### src/dcfa_pkg.sv
// shared types, constants and elaboration-time helpers for the diagonal cfa green interpolator
// no dependencies; used by every module of the block
package dcfa_pkg;

    localparam int MAX_DIM_DEF          = 8192;
    localparam int SAMPLE_BITS_DEF      = 16;
    localparam int WEIGHT_FRAC_BITS_DEF = 16;

    localparam int COORD_W    = 13;
    localparam int IMG_DIM_W  = 14;
    localparam int SNS_DIM_W  = 13;
    localparam int POS_W      = 17;
    localparam int CFG_ADDR_W = 2;
    localparam int CFG_DATA_W = 14;
    localparam int NBR_N      = 6;
    localparam int TUSER_W    = 3;

    localparam int IMG_DIM_RESET = 4096;
    localparam int SNS_DIM_RESET = 2048;

    typedef enum logic [CFG_ADDR_W-1:0] {
        REG_IMAGE_WIDTH,
        REG_IMAGE_HEIGHT,
        REG_SENSOR_WIDTH,
        REG_SENSOR_HEIGHT
    } cfg_reg_t;

    typedef enum logic [1:0] {
        CLS_BLANK,
        CLS_GREEN,
        CLS_RED,
        CLS_BLUE
    } site_class_t;

    typedef enum logic [1:0] {
        EDGE_NONE,
        EDGE_LEFT,
        EDGE_RIGHT
    } edge_mode_t;

    typedef struct packed {
        logic        valid;
        site_class_t cls;
        edge_mode_t  mode;
    } ctrl_t;

    // neighbour order: north, northeast, northwest, south, southeast, southwest
    localparam int NBR_NE = 1;
    localparam int NBR_NW = 2;
    localparam int NBR_SE = 4;
    localparam int NBR_SW = 5;
    localparam logic [NBR_N-1:0] NBR_ORTHO = 6'b001001;
    localparam int NBR_DX [NBR_N] = '{0, 1, -1, 0, 1, -1};
    localparam int NBR_DY [NBR_N] = '{-1, -1, -1, 1, 1, 1};

    // round(2^frac / sqrt(2)) as the rounded integer square root of 2^(2*frac-1)
    function automatic logic [63:0] diag_weight(input int frac);
        logic [63:0] n;
        logic [63:0] r;
        logic [63:0] t;
        n = 64'd1 << (2 * frac - 1);
        r = '0;
        for (int b = 31; b >= 0; b--) begin
            t = r | (64'd1 << b);
            if (t * t <= n) begin
                r = t;
            end
        end
        if (n > r * r + r) begin
            r = r + 64'd1;
        end
        return r;
    endfunction

    // dimension register values above the cap are held at the cap
    function automatic logic [IMG_DIM_W-1:0] clamp_dim(input logic [IMG_DIM_W-1:0] v,
                                                        input int cap);
        return (int'(v) > cap) ? IMG_DIM_W'(cap) : v;
    endfunction

endpackage

### src/dcfa_site.sv
// input register and site classification stage
// classifies the centre pixel and marks which neighbours are non-blank; uses dcfa_pkg
module dcfa_site #(
    parameter int SAMPLE_BITS = dcfa_pkg::SAMPLE_BITS_DEF
) (
    input  logic                                          aclk,
    input  logic                                          aresetn,
    input  logic                                          ce,
    input  logic                                          in_valid,
    input  logic [dcfa_pkg::COORD_W-1:0]                  col,
    input  logic [dcfa_pkg::COORD_W-1:0]                  row,
    input  logic [SAMPLE_BITS-1:0]                        center,
    input  logic [dcfa_pkg::NBR_N-1:0][SAMPLE_BITS-1:0]   nbr,
    input  logic [dcfa_pkg::IMG_DIM_W-1:0]                image_width,
    input  logic [dcfa_pkg::IMG_DIM_W-1:0]                image_height,
    input  logic [dcfa_pkg::SNS_DIM_W-1:0]                sensor_width,
    input  logic [dcfa_pkg::SNS_DIM_W-1:0]                sensor_height,
    output dcfa_pkg::ctrl_t                               ctrl_out,
    output logic [dcfa_pkg::NBR_N-1:0]                    present_out,
    output logic [dcfa_pkg::NBR_N-1:0][SAMPLE_BITS-1:0]   nbr_out,
    output logic [SAMPLE_BITS-1:0]                        center_out
);

    localparam int POS_W = dcfa_pkg::POS_W;
    localparam int NBR_N = dcfa_pkg::NBR_N;

    function automatic logic in_image(input logic signed [POS_W-1:0] x,
                                      input logic signed [POS_W-1:0] y,
                                      input logic [dcfa_pkg::IMG_DIM_W-1:0] w,
                                      input logic [dcfa_pkg::IMG_DIM_W-1:0] h);
        logic signed [POS_W-1:0] w_s;
        logic signed [POS_W-1:0] h_s;
        w_s = $signed(POS_W'(w));
        h_s = $signed(POS_W'(h));
        return (x >= 0) && (y >= 0) && (x < w_s) && (y < h_s);
    endfunction

    // four diagonal boundary lines of the active area
    function automatic logic in_diamond(input logic signed [POS_W-1:0] x,
                                        input logic signed [POS_W-1:0] y,
                                        input logic [dcfa_pkg::SNS_DIM_W-1:0] sw,
                                        input logic [dcfa_pkg::SNS_DIM_W-1:0] sh);
        logic signed [POS_W-1:0] sw_s;
        logic signed [POS_W-1:0] sh_s;
        logic signed [POS_W-1:0] sum1;
        sw_s = $signed(POS_W'(sw));
        sh_s = $signed(POS_W'(sh));
        sum1 = x + y + POS_W'(1);
        return (sum1 >= sw_s) && (y + sw_s >= x) && (sum1 < sw_s + (sh_s <<< 1))
            && (x + sw_s > y);
    endfunction

    // stage 1: input register
    logic                                 valid_s1_reg;
    logic [dcfa_pkg::COORD_W-1:0]         col_reg;
    logic [dcfa_pkg::COORD_W-1:0]         row_reg;
    logic [SAMPLE_BITS-1:0]               center_s1_reg;
    logic [NBR_N-1:0][SAMPLE_BITS-1:0]    nbr_s1_reg;

    always_ff @(posedge aclk) begin
        if (!aresetn) begin
            valid_s1_reg <= 1'b0;
        end else if (ce) begin
            valid_s1_reg <= in_valid;
        end
    end

    always_ff @(posedge aclk) begin
        if (ce) begin
            col_reg       <= col;
            row_reg       <= row;
            center_s1_reg <= center;
            nbr_s1_reg    <= nbr;
        end
    end

    // stage 2: classification
    logic signed [POS_W-1:0]              x_c;
    logic signed [POS_W-1:0]              y_c;
    logic signed [POS_W-1:0]              nx_c [NBR_N];
    logic signed [POS_W-1:0]              ny_c [NBR_N];
    logic [NBR_N-1:0]                     inimg_c;
    logic [NBR_N-1:0]                     present_next;
    logic [NBR_N-1:0][SAMPLE_BITS-1:0]    nbr_next;
    dcfa_pkg::ctrl_t                      ctrl_next;
    logic                                 inside_c;

    always_comb begin
        x_c = $signed(POS_W'(col_reg));
        y_c = $signed(POS_W'(row_reg));
        inside_c = in_image(x_c, y_c, image_width, image_height)
                && in_diamond(x_c, y_c, sensor_width, sensor_height);
        for (int i = 0; i < NBR_N; i++) begin
            nx_c[i] = x_c + POS_W'(dcfa_pkg::NBR_DX[i]);
            ny_c[i] = y_c + POS_W'(dcfa_pkg::NBR_DY[i]);
            inimg_c[i] = in_image(nx_c[i], ny_c[i], image_width, image_height);
            present_next[i] = inimg_c[i]
                           && in_diamond(nx_c[i], ny_c[i], sensor_width, sensor_height);
            nbr_next[i] = inimg_c[i] ? nbr_s1_reg[i] : '0;
        end

        ctrl_next.valid = valid_s1_reg;
        priority if (!inside_c) begin
            ctrl_next.cls = dcfa_pkg::CLS_BLANK;
        end else if (!row_reg[0]) begin
            ctrl_next.cls = dcfa_pkg::CLS_GREEN;
        end else if (col_reg[1] == row_reg[1]) begin
            ctrl_next.cls = dcfa_pkg::CLS_BLUE;
        end else begin
            ctrl_next.cls = dcfa_pkg::CLS_RED;
        end

        // left column wins over right column
        priority if (col_reg == '0) begin
            ctrl_next.mode = dcfa_pkg::EDGE_LEFT;
        end else if (dcfa_pkg::IMG_DIM_W'(col_reg) == image_width - 1'b1) begin
            ctrl_next.mode = dcfa_pkg::EDGE_RIGHT;
        end else begin
            ctrl_next.mode = dcfa_pkg::EDGE_NONE;
        end
    end

    dcfa_pkg::ctrl_t                      ctrl_reg;
    logic [NBR_N-1:0]                     present_reg;
    logic [NBR_N-1:0][SAMPLE_BITS-1:0]    nbr_reg;
    logic [SAMPLE_BITS-1:0]               center_reg;

    always_ff @(posedge aclk) begin
        if (!aresetn) begin
            ctrl_reg <= '0;
        end else if (ce) begin
            ctrl_reg <= ctrl_next;
        end
    end

    always_ff @(posedge aclk) begin
        if (ce) begin
            present_reg <= present_next;
            nbr_reg     <= nbr_next;
            center_reg  <= center_s1_reg;
        end
    end

    assign ctrl_out    = ctrl_reg;
    assign present_out = present_reg;
    assign nbr_out     = nbr_reg;
    assign center_out  = center_reg;

endmodule

### src/dcfa_accum.sv
// weighting and accumulation stages: weighted terms, weight sum, edge-column mean
// three register stages; uses dcfa_pkg
module dcfa_accum #(
    parameter int SAMPLE_BITS      = dcfa_pkg::SAMPLE_BITS_DEF,
    parameter int WEIGHT_FRAC_BITS = dcfa_pkg::WEIGHT_FRAC_BITS_DEF,
    localparam int NUM_W           = SAMPLE_BITS + WEIGHT_FRAC_BITS + 3,
    localparam int DEN_W           = WEIGHT_FRAC_BITS + 3
) (
    input  logic                                          aclk,
    input  logic                                          aresetn,
    input  logic                                          ce,
    input  dcfa_pkg::ctrl_t                               ctrl_in,
    input  logic [dcfa_pkg::NBR_N-1:0]                    present,
    input  logic [dcfa_pkg::NBR_N-1:0][SAMPLE_BITS-1:0]   nbr,
    input  logic [SAMPLE_BITS-1:0]                        center_in,
    output dcfa_pkg::ctrl_t                               ctrl_out,
    output logic [NUM_W-1:0]                              num,
    output logic [DEN_W-1:0]                              den,
    output logic [SAMPLE_BITS-1:0]                        edge_mean,
    output logic [SAMPLE_BITS-1:0]                        center_out
);

    localparam int NBR_N  = dcfa_pkg::NBR_N;
    localparam int F      = WEIGHT_FRAC_BITS;
    localparam int TERM_W = SAMPLE_BITS + F;
    localparam int HALF_W = TERM_W + 2;
    localparam logic [F-1:0] DW = F'(dcfa_pkg::diag_weight(F));

    // stage 3: weighted terms and weight sum
    logic [TERM_W-1:0]      term_next [NBR_N];
    logic [1:0]             cnt_ortho;
    logic [2:0]             cnt_diag;
    logic [DEN_W-1:0]       den_next;
    logic [SAMPLE_BITS:0]   edge_sum;
    logic [SAMPLE_BITS-1:0] edge_next;

    always_comb begin
        for (int i = 0; i < NBR_N; i++) begin
            if (!present[i]) begin
                term_next[i] = '0;
            end else if (dcfa_pkg::NBR_ORTHO[i]) begin
                term_next[i] = TERM_W'(nbr[i]) << F;
            end else begin
                term_next[i] = TERM_W'(nbr[i]) * TERM_W'(DW);
            end
        end
        cnt_ortho = 2'($countones(present & dcfa_pkg::NBR_ORTHO));
        cnt_diag  = 3'($countones(present & ~dcfa_pkg::NBR_ORTHO));
        den_next  = (DEN_W'(cnt_ortho) << F) + DEN_W'(cnt_diag) * DEN_W'(DW);

        unique case (ctrl_in.mode)
            dcfa_pkg::EDGE_LEFT: begin
                edge_sum = (SAMPLE_BITS + 1)'(nbr[dcfa_pkg::NBR_NE])
                         + (SAMPLE_BITS + 1)'(nbr[dcfa_pkg::NBR_SE]) + 1'b1;
            end
            dcfa_pkg::EDGE_RIGHT: begin
                edge_sum = (SAMPLE_BITS + 1)'(nbr[dcfa_pkg::NBR_NW])
                         + (SAMPLE_BITS + 1)'(nbr[dcfa_pkg::NBR_SW]) + 1'b1;
            end
            default: begin
                edge_sum = '0;
            end
        endcase
        edge_next = edge_sum[SAMPLE_BITS:1];
    end

    dcfa_pkg::ctrl_t        ctrl_s3_reg;
    logic [TERM_W-1:0]      term_reg [NBR_N];
    logic [DEN_W-1:0]       den_s3_reg;
    logic [SAMPLE_BITS-1:0] edge_s3_reg;
    logic [SAMPLE_BITS-1:0] center_s3_reg;

    // stage 4: two partial sums
    logic [HALF_W-1:0]      half_next [2];

    always_comb begin
        half_next[0] = HALF_W'(term_reg[0]) + HALF_W'(term_reg[1]) + HALF_W'(term_reg[2]);
        half_next[1] = HALF_W'(term_reg[3]) + HALF_W'(term_reg[4]) + HALF_W'(term_reg[5]);
    end

    dcfa_pkg::ctrl_t        ctrl_s4_reg;
    logic [HALF_W-1:0]      half_reg [2];
    logic [DEN_W-1:0]       den_s4_reg;
    logic [SAMPLE_BITS-1:0] edge_s4_reg;
    logic [SAMPLE_BITS-1:0] center_s4_reg;

    // stage 5: numerator with the rounding half
    logic [NUM_W-1:0]       num_next;

    assign num_next = NUM_W'(half_reg[0]) + NUM_W'(half_reg[1]) + NUM_W'(den_s4_reg >> 1);

    dcfa_pkg::ctrl_t        ctrl_s5_reg;
    logic [NUM_W-1:0]       num_reg;
    logic [DEN_W-1:0]       den_s5_reg;
    logic [SAMPLE_BITS-1:0] edge_s5_reg;
    logic [SAMPLE_BITS-1:0] center_s5_reg;

    always_ff @(posedge aclk) begin
        if (!aresetn) begin
            ctrl_s3_reg <= '0;
            ctrl_s4_reg <= '0;
            ctrl_s5_reg <= '0;
        end else if (ce) begin
            ctrl_s3_reg <= ctrl_in;
            ctrl_s4_reg <= ctrl_s3_reg;
            ctrl_s5_reg <= ctrl_s4_reg;
        end
    end

    always_ff @(posedge aclk) begin
        if (ce) begin
            term_reg      <= term_next;
            den_s3_reg    <= den_next;
            edge_s3_reg   <= edge_next;
            center_s3_reg <= center_in;

            half_reg      <= half_next;
            den_s4_reg    <= den_s3_reg;
            edge_s4_reg   <= edge_s3_reg;
            center_s4_reg <= center_s3_reg;

            num_reg       <= num_next;
            den_s5_reg    <= den_s4_reg;
            edge_s5_reg   <= edge_s4_reg;
            center_s5_reg <= center_s4_reg;
        end
    end

    assign ctrl_out   = ctrl_s5_reg;
    assign num        = num_reg;
    assign den        = den_s5_reg;
    assign edge_mean  = edge_s5_reg;
    assign center_out = center_s5_reg;

endmodule

### src/dcfa_div.sv
// pipelined restoring divider, one quotient bit per register stage
// carries the item's side information alongside; uses dcfa_pkg
module dcfa_div #(
    parameter int SAMPLE_BITS      = dcfa_pkg::SAMPLE_BITS_DEF,
    parameter int WEIGHT_FRAC_BITS = dcfa_pkg::WEIGHT_FRAC_BITS_DEF,
    localparam int NUM_W           = SAMPLE_BITS + WEIGHT_FRAC_BITS + 3,
    localparam int DEN_W           = WEIGHT_FRAC_BITS + 3
) (
    input  logic                   aclk,
    input  logic                   aresetn,
    input  logic                   ce,
    input  dcfa_pkg::ctrl_t        ctrl_in,
    input  logic [NUM_W-1:0]       num,
    input  logic [DEN_W-1:0]       den,
    input  logic [SAMPLE_BITS-1:0] edge_in,
    input  logic [SAMPLE_BITS-1:0] center_in,
    output dcfa_pkg::ctrl_t        ctrl_out,
    output logic [SAMPLE_BITS-1:0] quotient,
    output logic                   den_zero,
    output logic [SAMPLE_BITS-1:0] edge_out,
    output logic [SAMPLE_BITS-1:0] center_out
);

    localparam int SB = SAMPLE_BITS;

    dcfa_pkg::ctrl_t  ctrl_cur   [SB];
    logic [NUM_W-1:0] rem_cur    [SB];
    logic [DEN_W-1:0] den_cur    [SB];
    logic [SB-1:0]    q_cur      [SB];
    logic [SB-1:0]    edge_cur   [SB];
    logic [SB-1:0]    center_cur [SB];

    dcfa_pkg::ctrl_t  ctrl_reg   [SB];
    logic [NUM_W-1:0] rem_reg    [SB];
    logic [DEN_W-1:0] den_reg    [SB];
    logic [SB-1:0]    q_reg      [SB];
    logic [SB-1:0]    edge_reg   [SB];
    logic [SB-1:0]    center_reg [SB];

    logic [NUM_W-1:0] rem_next   [SB];
    logic [SB-1:0]    q_next     [SB];

    always_comb begin
        ctrl_cur[0]   = ctrl_in;
        rem_cur[0]    = num;
        den_cur[0]    = den;
        q_cur[0]      = '0;
        edge_cur[0]   = edge_in;
        center_cur[0] = center_in;
        for (int i = 1; i < SB; i++) begin
            ctrl_cur[i]   = ctrl_reg[i-1];
            rem_cur[i]    = rem_reg[i-1];
            den_cur[i]    = den_reg[i-1];
            q_cur[i]      = q_reg[i-1];
            edge_cur[i]   = edge_reg[i-1];
            center_cur[i] = center_reg[i-1];
        end
    end

    for (genvar i = 0; i < SB; i++) begin : g_stage
        localparam int K = SB - 1 - i;
        logic [NUM_W-1:0] den_shift;
        logic             fits;

        // quotient stays below 2^SB, so testing from bit SB-1 down is enough
        assign den_shift   = NUM_W'(den_cur[i]) << K;
        assign fits        = rem_cur[i] >= den_shift;
        assign rem_next[i] = fits ? rem_cur[i] - den_shift : rem_cur[i];
        assign q_next[i]   = q_cur[i] | (fits ? (SB'(1) << K) : '0);

        always_ff @(posedge aclk) begin
            if (!aresetn) begin
                ctrl_reg[i] <= '0;
            end else if (ce) begin
                ctrl_reg[i] <= ctrl_cur[i];
            end
        end

        always_ff @(posedge aclk) begin
            if (ce) begin
                rem_reg[i]    <= rem_next[i];
                den_reg[i]    <= den_cur[i];
                q_reg[i]      <= q_next[i];
                edge_reg[i]   <= edge_cur[i];
                center_reg[i] <= center_cur[i];
            end
        end
    end

    assign ctrl_out   = ctrl_reg[SB-1];
    assign quotient   = q_reg[SB-1];
    assign den_zero   = (den_reg[SB-1] == '0);
    assign edge_out   = edge_reg[SB-1];
    assign center_out = center_reg[SB-1];

endmodule

### src/diagonal_cfa_green_idw_interpolator_unit.sv
// Green interpolation for a 45-degree rotated colour sensor, one pixel neighbourhood per clock
// while the result side does not stall. The pipeline has two stages for input capture and site
// classification, three for weighting and summing, one per quotient bit in the restoring divider,
// and the output register. The divider, one bit per stage, sets the depth. A stall on the result
// side freezes every stage at once, so s_tready follows m_tready whenever a result is waiting.
// Image dimension writes above MAX_DIM are held at MAX_DIM; sensor dimension writes keep only the
// low SNS_DIM_W bits before that clamp; write them only while the pipeline is empty.
// depends on dcfa_pkg, dcfa_site, dcfa_accum and dcfa_div
module diagonal_cfa_green_idw_interpolator_unit #(
    parameter int MAX_DIM          = dcfa_pkg::MAX_DIM_DEF,
    parameter int SAMPLE_BITS      = dcfa_pkg::SAMPLE_BITS_DEF,
    parameter int WEIGHT_FRAC_BITS = dcfa_pkg::WEIGHT_FRAC_BITS_DEF,
    localparam int IN_W  = ((2 * dcfa_pkg::COORD_W + 7 * SAMPLE_BITS + 7) / 8) * 8,
    localparam int OUT_W = ((2 * SAMPLE_BITS + 7) / 8) * 8
) (
    input  logic                              aclk,
    input  logic                              aresetn,
    input  logic                              cfg_wr_en,
    input  logic [dcfa_pkg::CFG_ADDR_W-1:0]   cfg_addr,
    input  logic [dcfa_pkg::CFG_DATA_W-1:0]   cfg_wdata,
    input  logic                              s_tvalid,
    output logic                              s_tready,
    // col, row, center_sample, north_sample, northeast_sample, northwest_sample,
    // south_sample, southeast_sample, southwest_sample, zero fill
    input  logic [IN_W-1:0]                   s_tdata,
    output logic                              m_tvalid,
    input  logic                              m_tready,
    // green_value, raw_passthrough, zero fill
    output logic [OUT_W-1:0]                  m_tdata,
    // site_class, no_neighbor_flag
    output logic [dcfa_pkg::TUSER_W-1:0]      m_tuser
);

    localparam int SB    = SAMPLE_BITS;
    localparam int CW    = dcfa_pkg::COORD_W;
    localparam int NBR_N = dcfa_pkg::NBR_N;
    localparam int NUM_W = SAMPLE_BITS + WEIGHT_FRAC_BITS + 3;
    localparam int DEN_W = WEIGHT_FRAC_BITS + 3;

    // configuration registers
    logic [dcfa_pkg::IMG_DIM_W-1:0] image_width_reg;
    logic [dcfa_pkg::IMG_DIM_W-1:0] image_height_reg;
    logic [dcfa_pkg::SNS_DIM_W-1:0] sensor_width_reg;
    logic [dcfa_pkg::SNS_DIM_W-1:0] sensor_height_reg;
    logic [dcfa_pkg::IMG_DIM_W-1:0] img_dim_next;
    logic [dcfa_pkg::IMG_DIM_W-1:0] sns_dim_next;

    assign img_dim_next = dcfa_pkg::clamp_dim(cfg_wdata, MAX_DIM);
    assign sns_dim_next = dcfa_pkg::clamp_dim(
        dcfa_pkg::IMG_DIM_W'(cfg_wdata[dcfa_pkg::SNS_DIM_W-1:0]), MAX_DIM);

    always_ff @(posedge aclk) begin
        if (!aresetn) begin
            image_width_reg   <= dcfa_pkg::clamp_dim(
                dcfa_pkg::IMG_DIM_W'(dcfa_pkg::IMG_DIM_RESET), MAX_DIM);
            image_height_reg  <= dcfa_pkg::clamp_dim(
                dcfa_pkg::IMG_DIM_W'(dcfa_pkg::IMG_DIM_RESET), MAX_DIM);
            sensor_width_reg  <= dcfa_pkg::SNS_DIM_W'(dcfa_pkg::clamp_dim(
                dcfa_pkg::IMG_DIM_W'(dcfa_pkg::SNS_DIM_RESET), MAX_DIM));
            sensor_height_reg <= dcfa_pkg::SNS_DIM_W'(dcfa_pkg::clamp_dim(
                dcfa_pkg::IMG_DIM_W'(dcfa_pkg::SNS_DIM_RESET), MAX_DIM));
        end else if (cfg_wr_en) begin
            unique case (dcfa_pkg::cfg_reg_t'(cfg_addr))
                dcfa_pkg::REG_IMAGE_WIDTH:   image_width_reg   <= img_dim_next;
                dcfa_pkg::REG_IMAGE_HEIGHT:  image_height_reg  <= img_dim_next;
                dcfa_pkg::REG_SENSOR_WIDTH:  sensor_width_reg  <= sns_dim_next[dcfa_pkg::SNS_DIM_W-1:0];
                dcfa_pkg::REG_SENSOR_HEIGHT: sensor_height_reg <= sns_dim_next[dcfa_pkg::SNS_DIM_W-1:0];
            endcase
        end
    end

    // global advance: every stage moves unless a finished result is held back
    logic ce;
    logic m_tvalid_reg;

    assign ce       = !m_tvalid_reg || m_tready;
    assign s_tready = ce;

    logic [CW-1:0]                 in_col;
    logic [CW-1:0]                 in_row;
    logic [SB-1:0]                 in_center;
    logic [NBR_N-1:0][SB-1:0]      in_nbr;

    assign in_col    = s_tdata[CW-1:0];
    assign in_row    = s_tdata[2*CW-1:CW];
    assign in_center = s_tdata[2*CW +: SB];
    assign in_nbr    = s_tdata[2*CW + SB +: NBR_N * SB];

    dcfa_pkg::ctrl_t               site_ctrl;
    logic [NBR_N-1:0]              site_present;
    logic [NBR_N-1:0][SB-1:0]      site_nbr;
    logic [SB-1:0]                 site_center;

    dcfa_site #(
        .SAMPLE_BITS (SAMPLE_BITS)
    ) u_site (
        .aclk          (aclk),
        .aresetn       (aresetn),
        .ce            (ce),
        .in_valid      (s_tvalid),
        .col           (in_col),
        .row           (in_row),
        .center        (in_center),
        .nbr           (in_nbr),
        .image_width   (image_width_reg),
        .image_height  (image_height_reg),
        .sensor_width  (sensor_width_reg),
        .sensor_height (sensor_height_reg),
        .ctrl_out      (site_ctrl),
        .present_out   (site_present),
        .nbr_out       (site_nbr),
        .center_out    (site_center)
    );

    dcfa_pkg::ctrl_t               acc_ctrl;
    logic [NUM_W-1:0]              acc_num;
    logic [DEN_W-1:0]              acc_den;
    logic [SB-1:0]                 acc_edge;
    logic [SB-1:0]                 acc_center;

    dcfa_accum #(
        .SAMPLE_BITS      (SAMPLE_BITS),
        .WEIGHT_FRAC_BITS (WEIGHT_FRAC_BITS)
    ) u_accum (
        .aclk       (aclk),
        .aresetn    (aresetn),
        .ce         (ce),
        .ctrl_in    (site_ctrl),
        .present    (site_present),
        .nbr        (site_nbr),
        .center_in  (site_center),
        .ctrl_out   (acc_ctrl),
        .num        (acc_num),
        .den        (acc_den),
        .edge_mean  (acc_edge),
        .center_out (acc_center)
    );

    dcfa_pkg::ctrl_t               div_ctrl;
    logic [SB-1:0]                 div_quotient;
    logic                          div_den_zero;
    logic [SB-1:0]                 div_edge;
    logic [SB-1:0]                 div_center;

    dcfa_div #(
        .SAMPLE_BITS      (SAMPLE_BITS),
        .WEIGHT_FRAC_BITS (WEIGHT_FRAC_BITS)
    ) u_div (
        .aclk       (aclk),
        .aresetn    (aresetn),
        .ce         (ce),
        .ctrl_in    (acc_ctrl),
        .num        (acc_num),
        .den        (acc_den),
        .edge_in    (acc_edge),
        .center_in  (acc_center),
        .ctrl_out   (div_ctrl),
        .quotient   (div_quotient),
        .den_zero   (div_den_zero),
        .edge_out   (div_edge),
        .center_out (div_center)
    );

    // output selection and register
    logic [SB-1:0]          green_next;
    logic                   flag_next;
    logic [SB-1:0]          green_reg;
    logic [SB-1:0]          raw_reg;
    dcfa_pkg::site_class_t  cls_reg;
    logic                   flag_reg;

    always_comb begin
        green_next = div_center;
        flag_next  = 1'b0;
        if (div_ctrl.cls == dcfa_pkg::CLS_RED || div_ctrl.cls == dcfa_pkg::CLS_BLUE) begin
            unique case (div_ctrl.mode)
                dcfa_pkg::EDGE_LEFT, dcfa_pkg::EDGE_RIGHT: begin
                    green_next = div_edge;
                end
                default: begin
                    if (div_den_zero) begin
                        green_next = '0;
                        flag_next  = 1'b1;
                    end else begin
                        green_next = div_quotient;
                    end
                end
            endcase
        end
    end

    always_ff @(posedge aclk) begin
        if (!aresetn) begin
            m_tvalid_reg <= 1'b0;
        end else if (ce) begin
            m_tvalid_reg <= div_ctrl.valid;
        end
    end

    always_ff @(posedge aclk) begin
        if (ce) begin
            green_reg <= green_next;
            raw_reg   <= div_center;
            cls_reg   <= div_ctrl.cls;
            flag_reg  <= flag_next;
        end
    end

    assign m_tvalid = m_tvalid_reg;
    assign m_tdata  = OUT_W'({raw_reg, green_reg});
    assign m_tuser  = {flag_reg, cls_reg};

    // a held result must stop the input side
    assert property (@(posedge aclk) disable iff (!aresetn)
        (m_tvalid && !m_tready) |-> !s_tready)
        else $error("input accepted while a result is held");

    // blank and green sites pass the raw sample through
    assert property (@(posedge aclk) disable iff (!aresetn)
        (m_tvalid && (cls_reg == dcfa_pkg::CLS_BLANK || cls_reg == dcfa_pkg::CLS_GREEN))
        |-> (green_reg == raw_reg && !flag_reg))
        else $error("non-interpolated site altered");

    // the no-neighbour flag comes with a zero green value
    assert property (@(posedge aclk) disable iff (!aresetn)
        (m_tvalid && flag_reg) |-> (green_reg == '0))
        else $error("no-neighbour flag with non-zero green");

    // a stalled result keeps its green value and site class
    assert property (@(posedge aclk) disable iff (!aresetn)
        ($past(m_tvalid && !m_tready)) |-> ($stable(green_reg) && $stable(cls_reg)))
        else $error("stalled result changed");

endmodule
### config.mk
export PLATFORM = sky130hd
export DESIGN_NAME = diagonal_cfa_green_idw_interpolator_unit
export DESIGN_NICKNAME = d
export VERILOG_FILES = /design/src/dcfa_pkg.sv /design/src/dcfa_site.sv /design/src/dcfa_accum.sv /design/src/dcfa_div.sv /design/src/diagonal_cfa_green_idw_interpolator_unit.sv
export SDC_FILE = /design/constraint.sdc
export NUM_CORES = 2
export LEC_CHECK = 0
export BUFFER_PORTS_ARGS = -buffer_cell sky130_fd_sc_hd__buf_2
export CORE_MARGIN = 4
export CORE_UTILIZATION = 65
export CTS_CLUSTER_DIAMETER = 40
export CTS_CLUSTER_SIZE = 20
export DETAILED_ROUTE_END_ITERATION = 10
export PLACE_DENSITY = 0.86
export SYNTH_ARGS = -nofsm -noshare
export SYNTH_HDL_FRONTEND = slang
export SYNTH_SLANG_ARGS = --single-unit
### constraint.sdc
create_clock -name aclk -period 144.8 [get_ports aclk]
set_input_delay 7.24 -clock aclk [delete_from_list [all_inputs] [get_ports aclk]]
set_output_delay 7.24 -clock aclk [all_outputs]
set_load 0.02 [all_outputs]
==> run summary <==
Die Footprint = 209,000 um2
die height = 457 um
clock-pin slew on the worst setup and hold paths = 0.07 ns
WHS = 0.373 ns
post-synthesis simple-gate area fraction = 10.5%
WP depth = 5
Period Utilization, post-route = 10.7%
commonest non-fill, non-tap cell in the layout = edfxtp_1
clock tree buffer depth = 4
Synth Instances = 11,000
setup tns final = 0 ns
CP cell instances = buf_2, nor2b_2, buf_4, inv_8, buf_2
TritonCTS clock tree = yes
placed cell count = 13,800
Post-DRT Antenna Nets = 0
commonest cells after routing, fill and taps aside = edfxtp_1 (2,150), ha_1 (1,567), inv_1 (1,001)
distinct cell type count after synthesis = 101
first-pass GRT wire length = 519 mm
Remaining DRCs = 0
Fin. Hold Viols = 0
fin. max-slew vios = 0
first drt pass iteration count = 10
mean area per synthesized cell = 11.9 um2
number of hold buffers added after cts = 0
Reg2Reg Setup Slack = 136.18 ns
Final nets = 13,500
largest net degree at the start of global routing = 180
number of cells on the worst reg-to-reg path = 26
Static Leak = 0.0638 uW
final WL = 343 mm
CP Class = in -> out
Top delay family on crit path = buffers and inverters
Buf/Inv on CP = 4
type of origin of the critical path = primary input
Die X = 457 um
Total Routing Usage GR = 32.2%
IO Port Bufs = 195
Critical Path Sink Type = primary output
actual slew at the worst max-slew pin = 1.25 ns
clock skew = 0.0999 ns
syn_nets = 13,000
mux share of post-synthesis cell area = 0.443%
Post-CTS Setup Bufs = 0
reg2reg end = u_site.present_out[1]$_DFFE_PP_
clock sinks = 2,226
initial antenna violation count = 9
Max IR drop VDD = 0.0143 mV
Adder-Cell Fraction of Synth Area = 19.0%
Critical Path AT = 8.26 ns
Max transition margin = 16.1%
end of the critical path = s_tready
CTS Buf Count = 290
largest family of logic cells by synthesized area = adder cells
top_reg_cell synth = edfxtp_1
layout overhead on the synthesized area = 11.1%
post-cts gate resize count = 0
most used cell, CP = buf_2
core area = 200,000 um2
Vias/cell = 6.26
Final Non-Filler Cells = 14,400
Initial Util = 65.6%
DP Wirelength = 251 mm
max FFs per register = 525
Post-Synth XOR/XNOR Area = 5.46%
CP max stage delay = 0.36 ns
PD cells = 19.4 nW/um2
Yosys reg bits = 2,226
via count = 89,800
sequential-to-total area share from yosys stat = 50.3%
H-tree levels = 5
number of flops mapped to enable cells by yosys = 2,150
drt initial violations = 8,568
row count = 164
vias in the first global route = 90,000
clk root buf = clkbuf_16
Reg2Reg Launch Point = u_site.col_reg[1]$_DFFE_PP_
Synth Area in Compound Gates = 11.0%
crit-path max FO = 34
WL/cell = 23.9 um
crit path from = m_tready
Mapped Area = 131,000 um2
Hold Crit Class = reg -> reg
Final Setup Violations = 0
fin crit period = 15.50 ns
Critical-path top delay cell = buf_4
maximum clock rate = 64.5 MHz
GP Congestion = 0.987
Critical Path RT = 137.56 ns
Post-synth ARST share = 0%
IO Pins = 202
fraction of layout cells with a size suffix above 1 = 7.87%
RSZ-0062 raised after global routing = false
Skew-Pair Late Insertion Delay = 0.95 ns
max_cap viols = 0
status = completed
YS warnings = 0
gr ovfl total = 0
==> through the flow <==
stage	instance area (um2)	power, uW	setup slack (ns)	util (%)
global placement	136000	2000	129.34	67.9
CTS	146000	2810	129.32	72.8
floorplan	131000	1750	74.17	-
global route	146000	2990	129.27	72.8
detailed placement	136000	2050	129.33	67.9
finish	146000	2820	129.30	72.8
==> power by group <==
| group | leakage, uW | switching, uW | internal (uW) |
|---|---|---|---|
| combinational | 0.0341 | 659 | 474 |
| sequential | 0.0250 | 93.1 | 873 |
| clock | 0.00473 | 294 | 431 |
==> worst reg2reg max path, delay by kind of cell, from the launching register on <==
kind	cells	cell delay, ns
AND/OR/NAND/NOR	3	0.71
flip-flops	1	0.33
XOR/XNOR	1	0.18
AO/OA/AOI/OAI	14	4.32
adder cells (fa/ha/maj)	3	1.30
buffers and inverters	5	1.58
==> how the worst min path moves through the flow <==
stage,startpoint,end,slack [ns],cells after the start
after floorplan,u_div.ctrl_reg[15][2]$_SDFFCE_PN0P_,cls_reg[0]$_DFFE_PP_,0.40,0
after global placement,u_div.center_reg[0][67]$_DFFE_PP_,u_div.center_reg[0][83]$_DFFE_PP_,0.40,0
final,u_accum.edge_mean[3]$_DFFE_PP_,u_div.edge_reg[0][3]$_DFFE_PP_,0.37,0
after global routing,u_accum.edge_mean[3]$_DFFE_PP_,u_div.edge_reg[0][3]$_DFFE_PP_,0.37,0
after CTS,u_accum.edge_mean[3]$_DFFE_PP_,u_div.edge_reg[0][3]$_DFFE_PP_,0.37,0
after detailed placement,u_accum.center_s4_reg[14]$_DFFE_PP_,u_accum.center_out[14]$_DFFE_PP_,0.40,0
==> synth_stat cells, drive strengths merged, types with 127 or more instances <==
| library cell | count | area share, % |
|---|---|---|
| nand2b | 127 | 0.60 |
| nor2 | 595 | 1.7 |
| ha | 1567 | 15 |
| a21boi | 141 | 0.81 |
| xor2 | 249 | 1.7 |
| nand2 | 611 | 1.7 |
| clkbuf | 144 | 0.41 |
| inv | 1002 | 2.9 |
| a21o | 258 | 1.5 |
| nor3 | 194 | 0.74 |
| a21oi | 612 | 2.3 |
| nor2b | 178 | 0.85 |
| fa | 261 | 4.0 |
| xnor2 | 559 | 3.8 |
| edfxtp | 2150 | 49 |
| nand3 | 163 | 0.62 |
| o21a | 193 | 1.1 |
| and2 | 252 | 1.2 |
| and3 | 140 | 0.67 |
| o21ai | 476 | 1.8 |
==> per-layer routing <==
| metal | track usage [%] | up-vias | share of wire, % |
|---|---|---|---|
| met2 | 54.2 | 4206 | 48 |
| met5 | 0 | - | 0.0038 |
| li1 | - | 41300 | - |
| met3 | 5.00 | 1291 | 6.6 |
| met1 | 38.9 | 43000 | 38 |
| met4 | 20.6 | 2 | 7.7 |
==> cell type report <==
class                           count  area, um2
Clock buffer                      308       7410
Clock inverter                    198       2390
Sequential cell                  2226      66100
Antenna cell                        8       20.0
Timing Repair Buffer              309       1870
Inverter                         1007       3790
Tap cell                         2656       3320
Fill cell                       12700      54400
Multi-Input combinational cell   7640      61000
==> kinds of logic (layout without fill, tap and decap cells) <==
| logic type | after synthesis | after routing |
|---|---|---|
| compound gates | 2246 | 2246 |
| xor+xnor | 810 | 810 |
| fa+ha+maj | 1834 | 1834 |
| buf+inv | 1163 | 1822 |
| flops | 2226 | 2226 |
| mux | 53 | 53 |
| other cells | 0 | 8 |
| simple gates | 2697 | 2697 |
(Power assumes the default switching activity.)
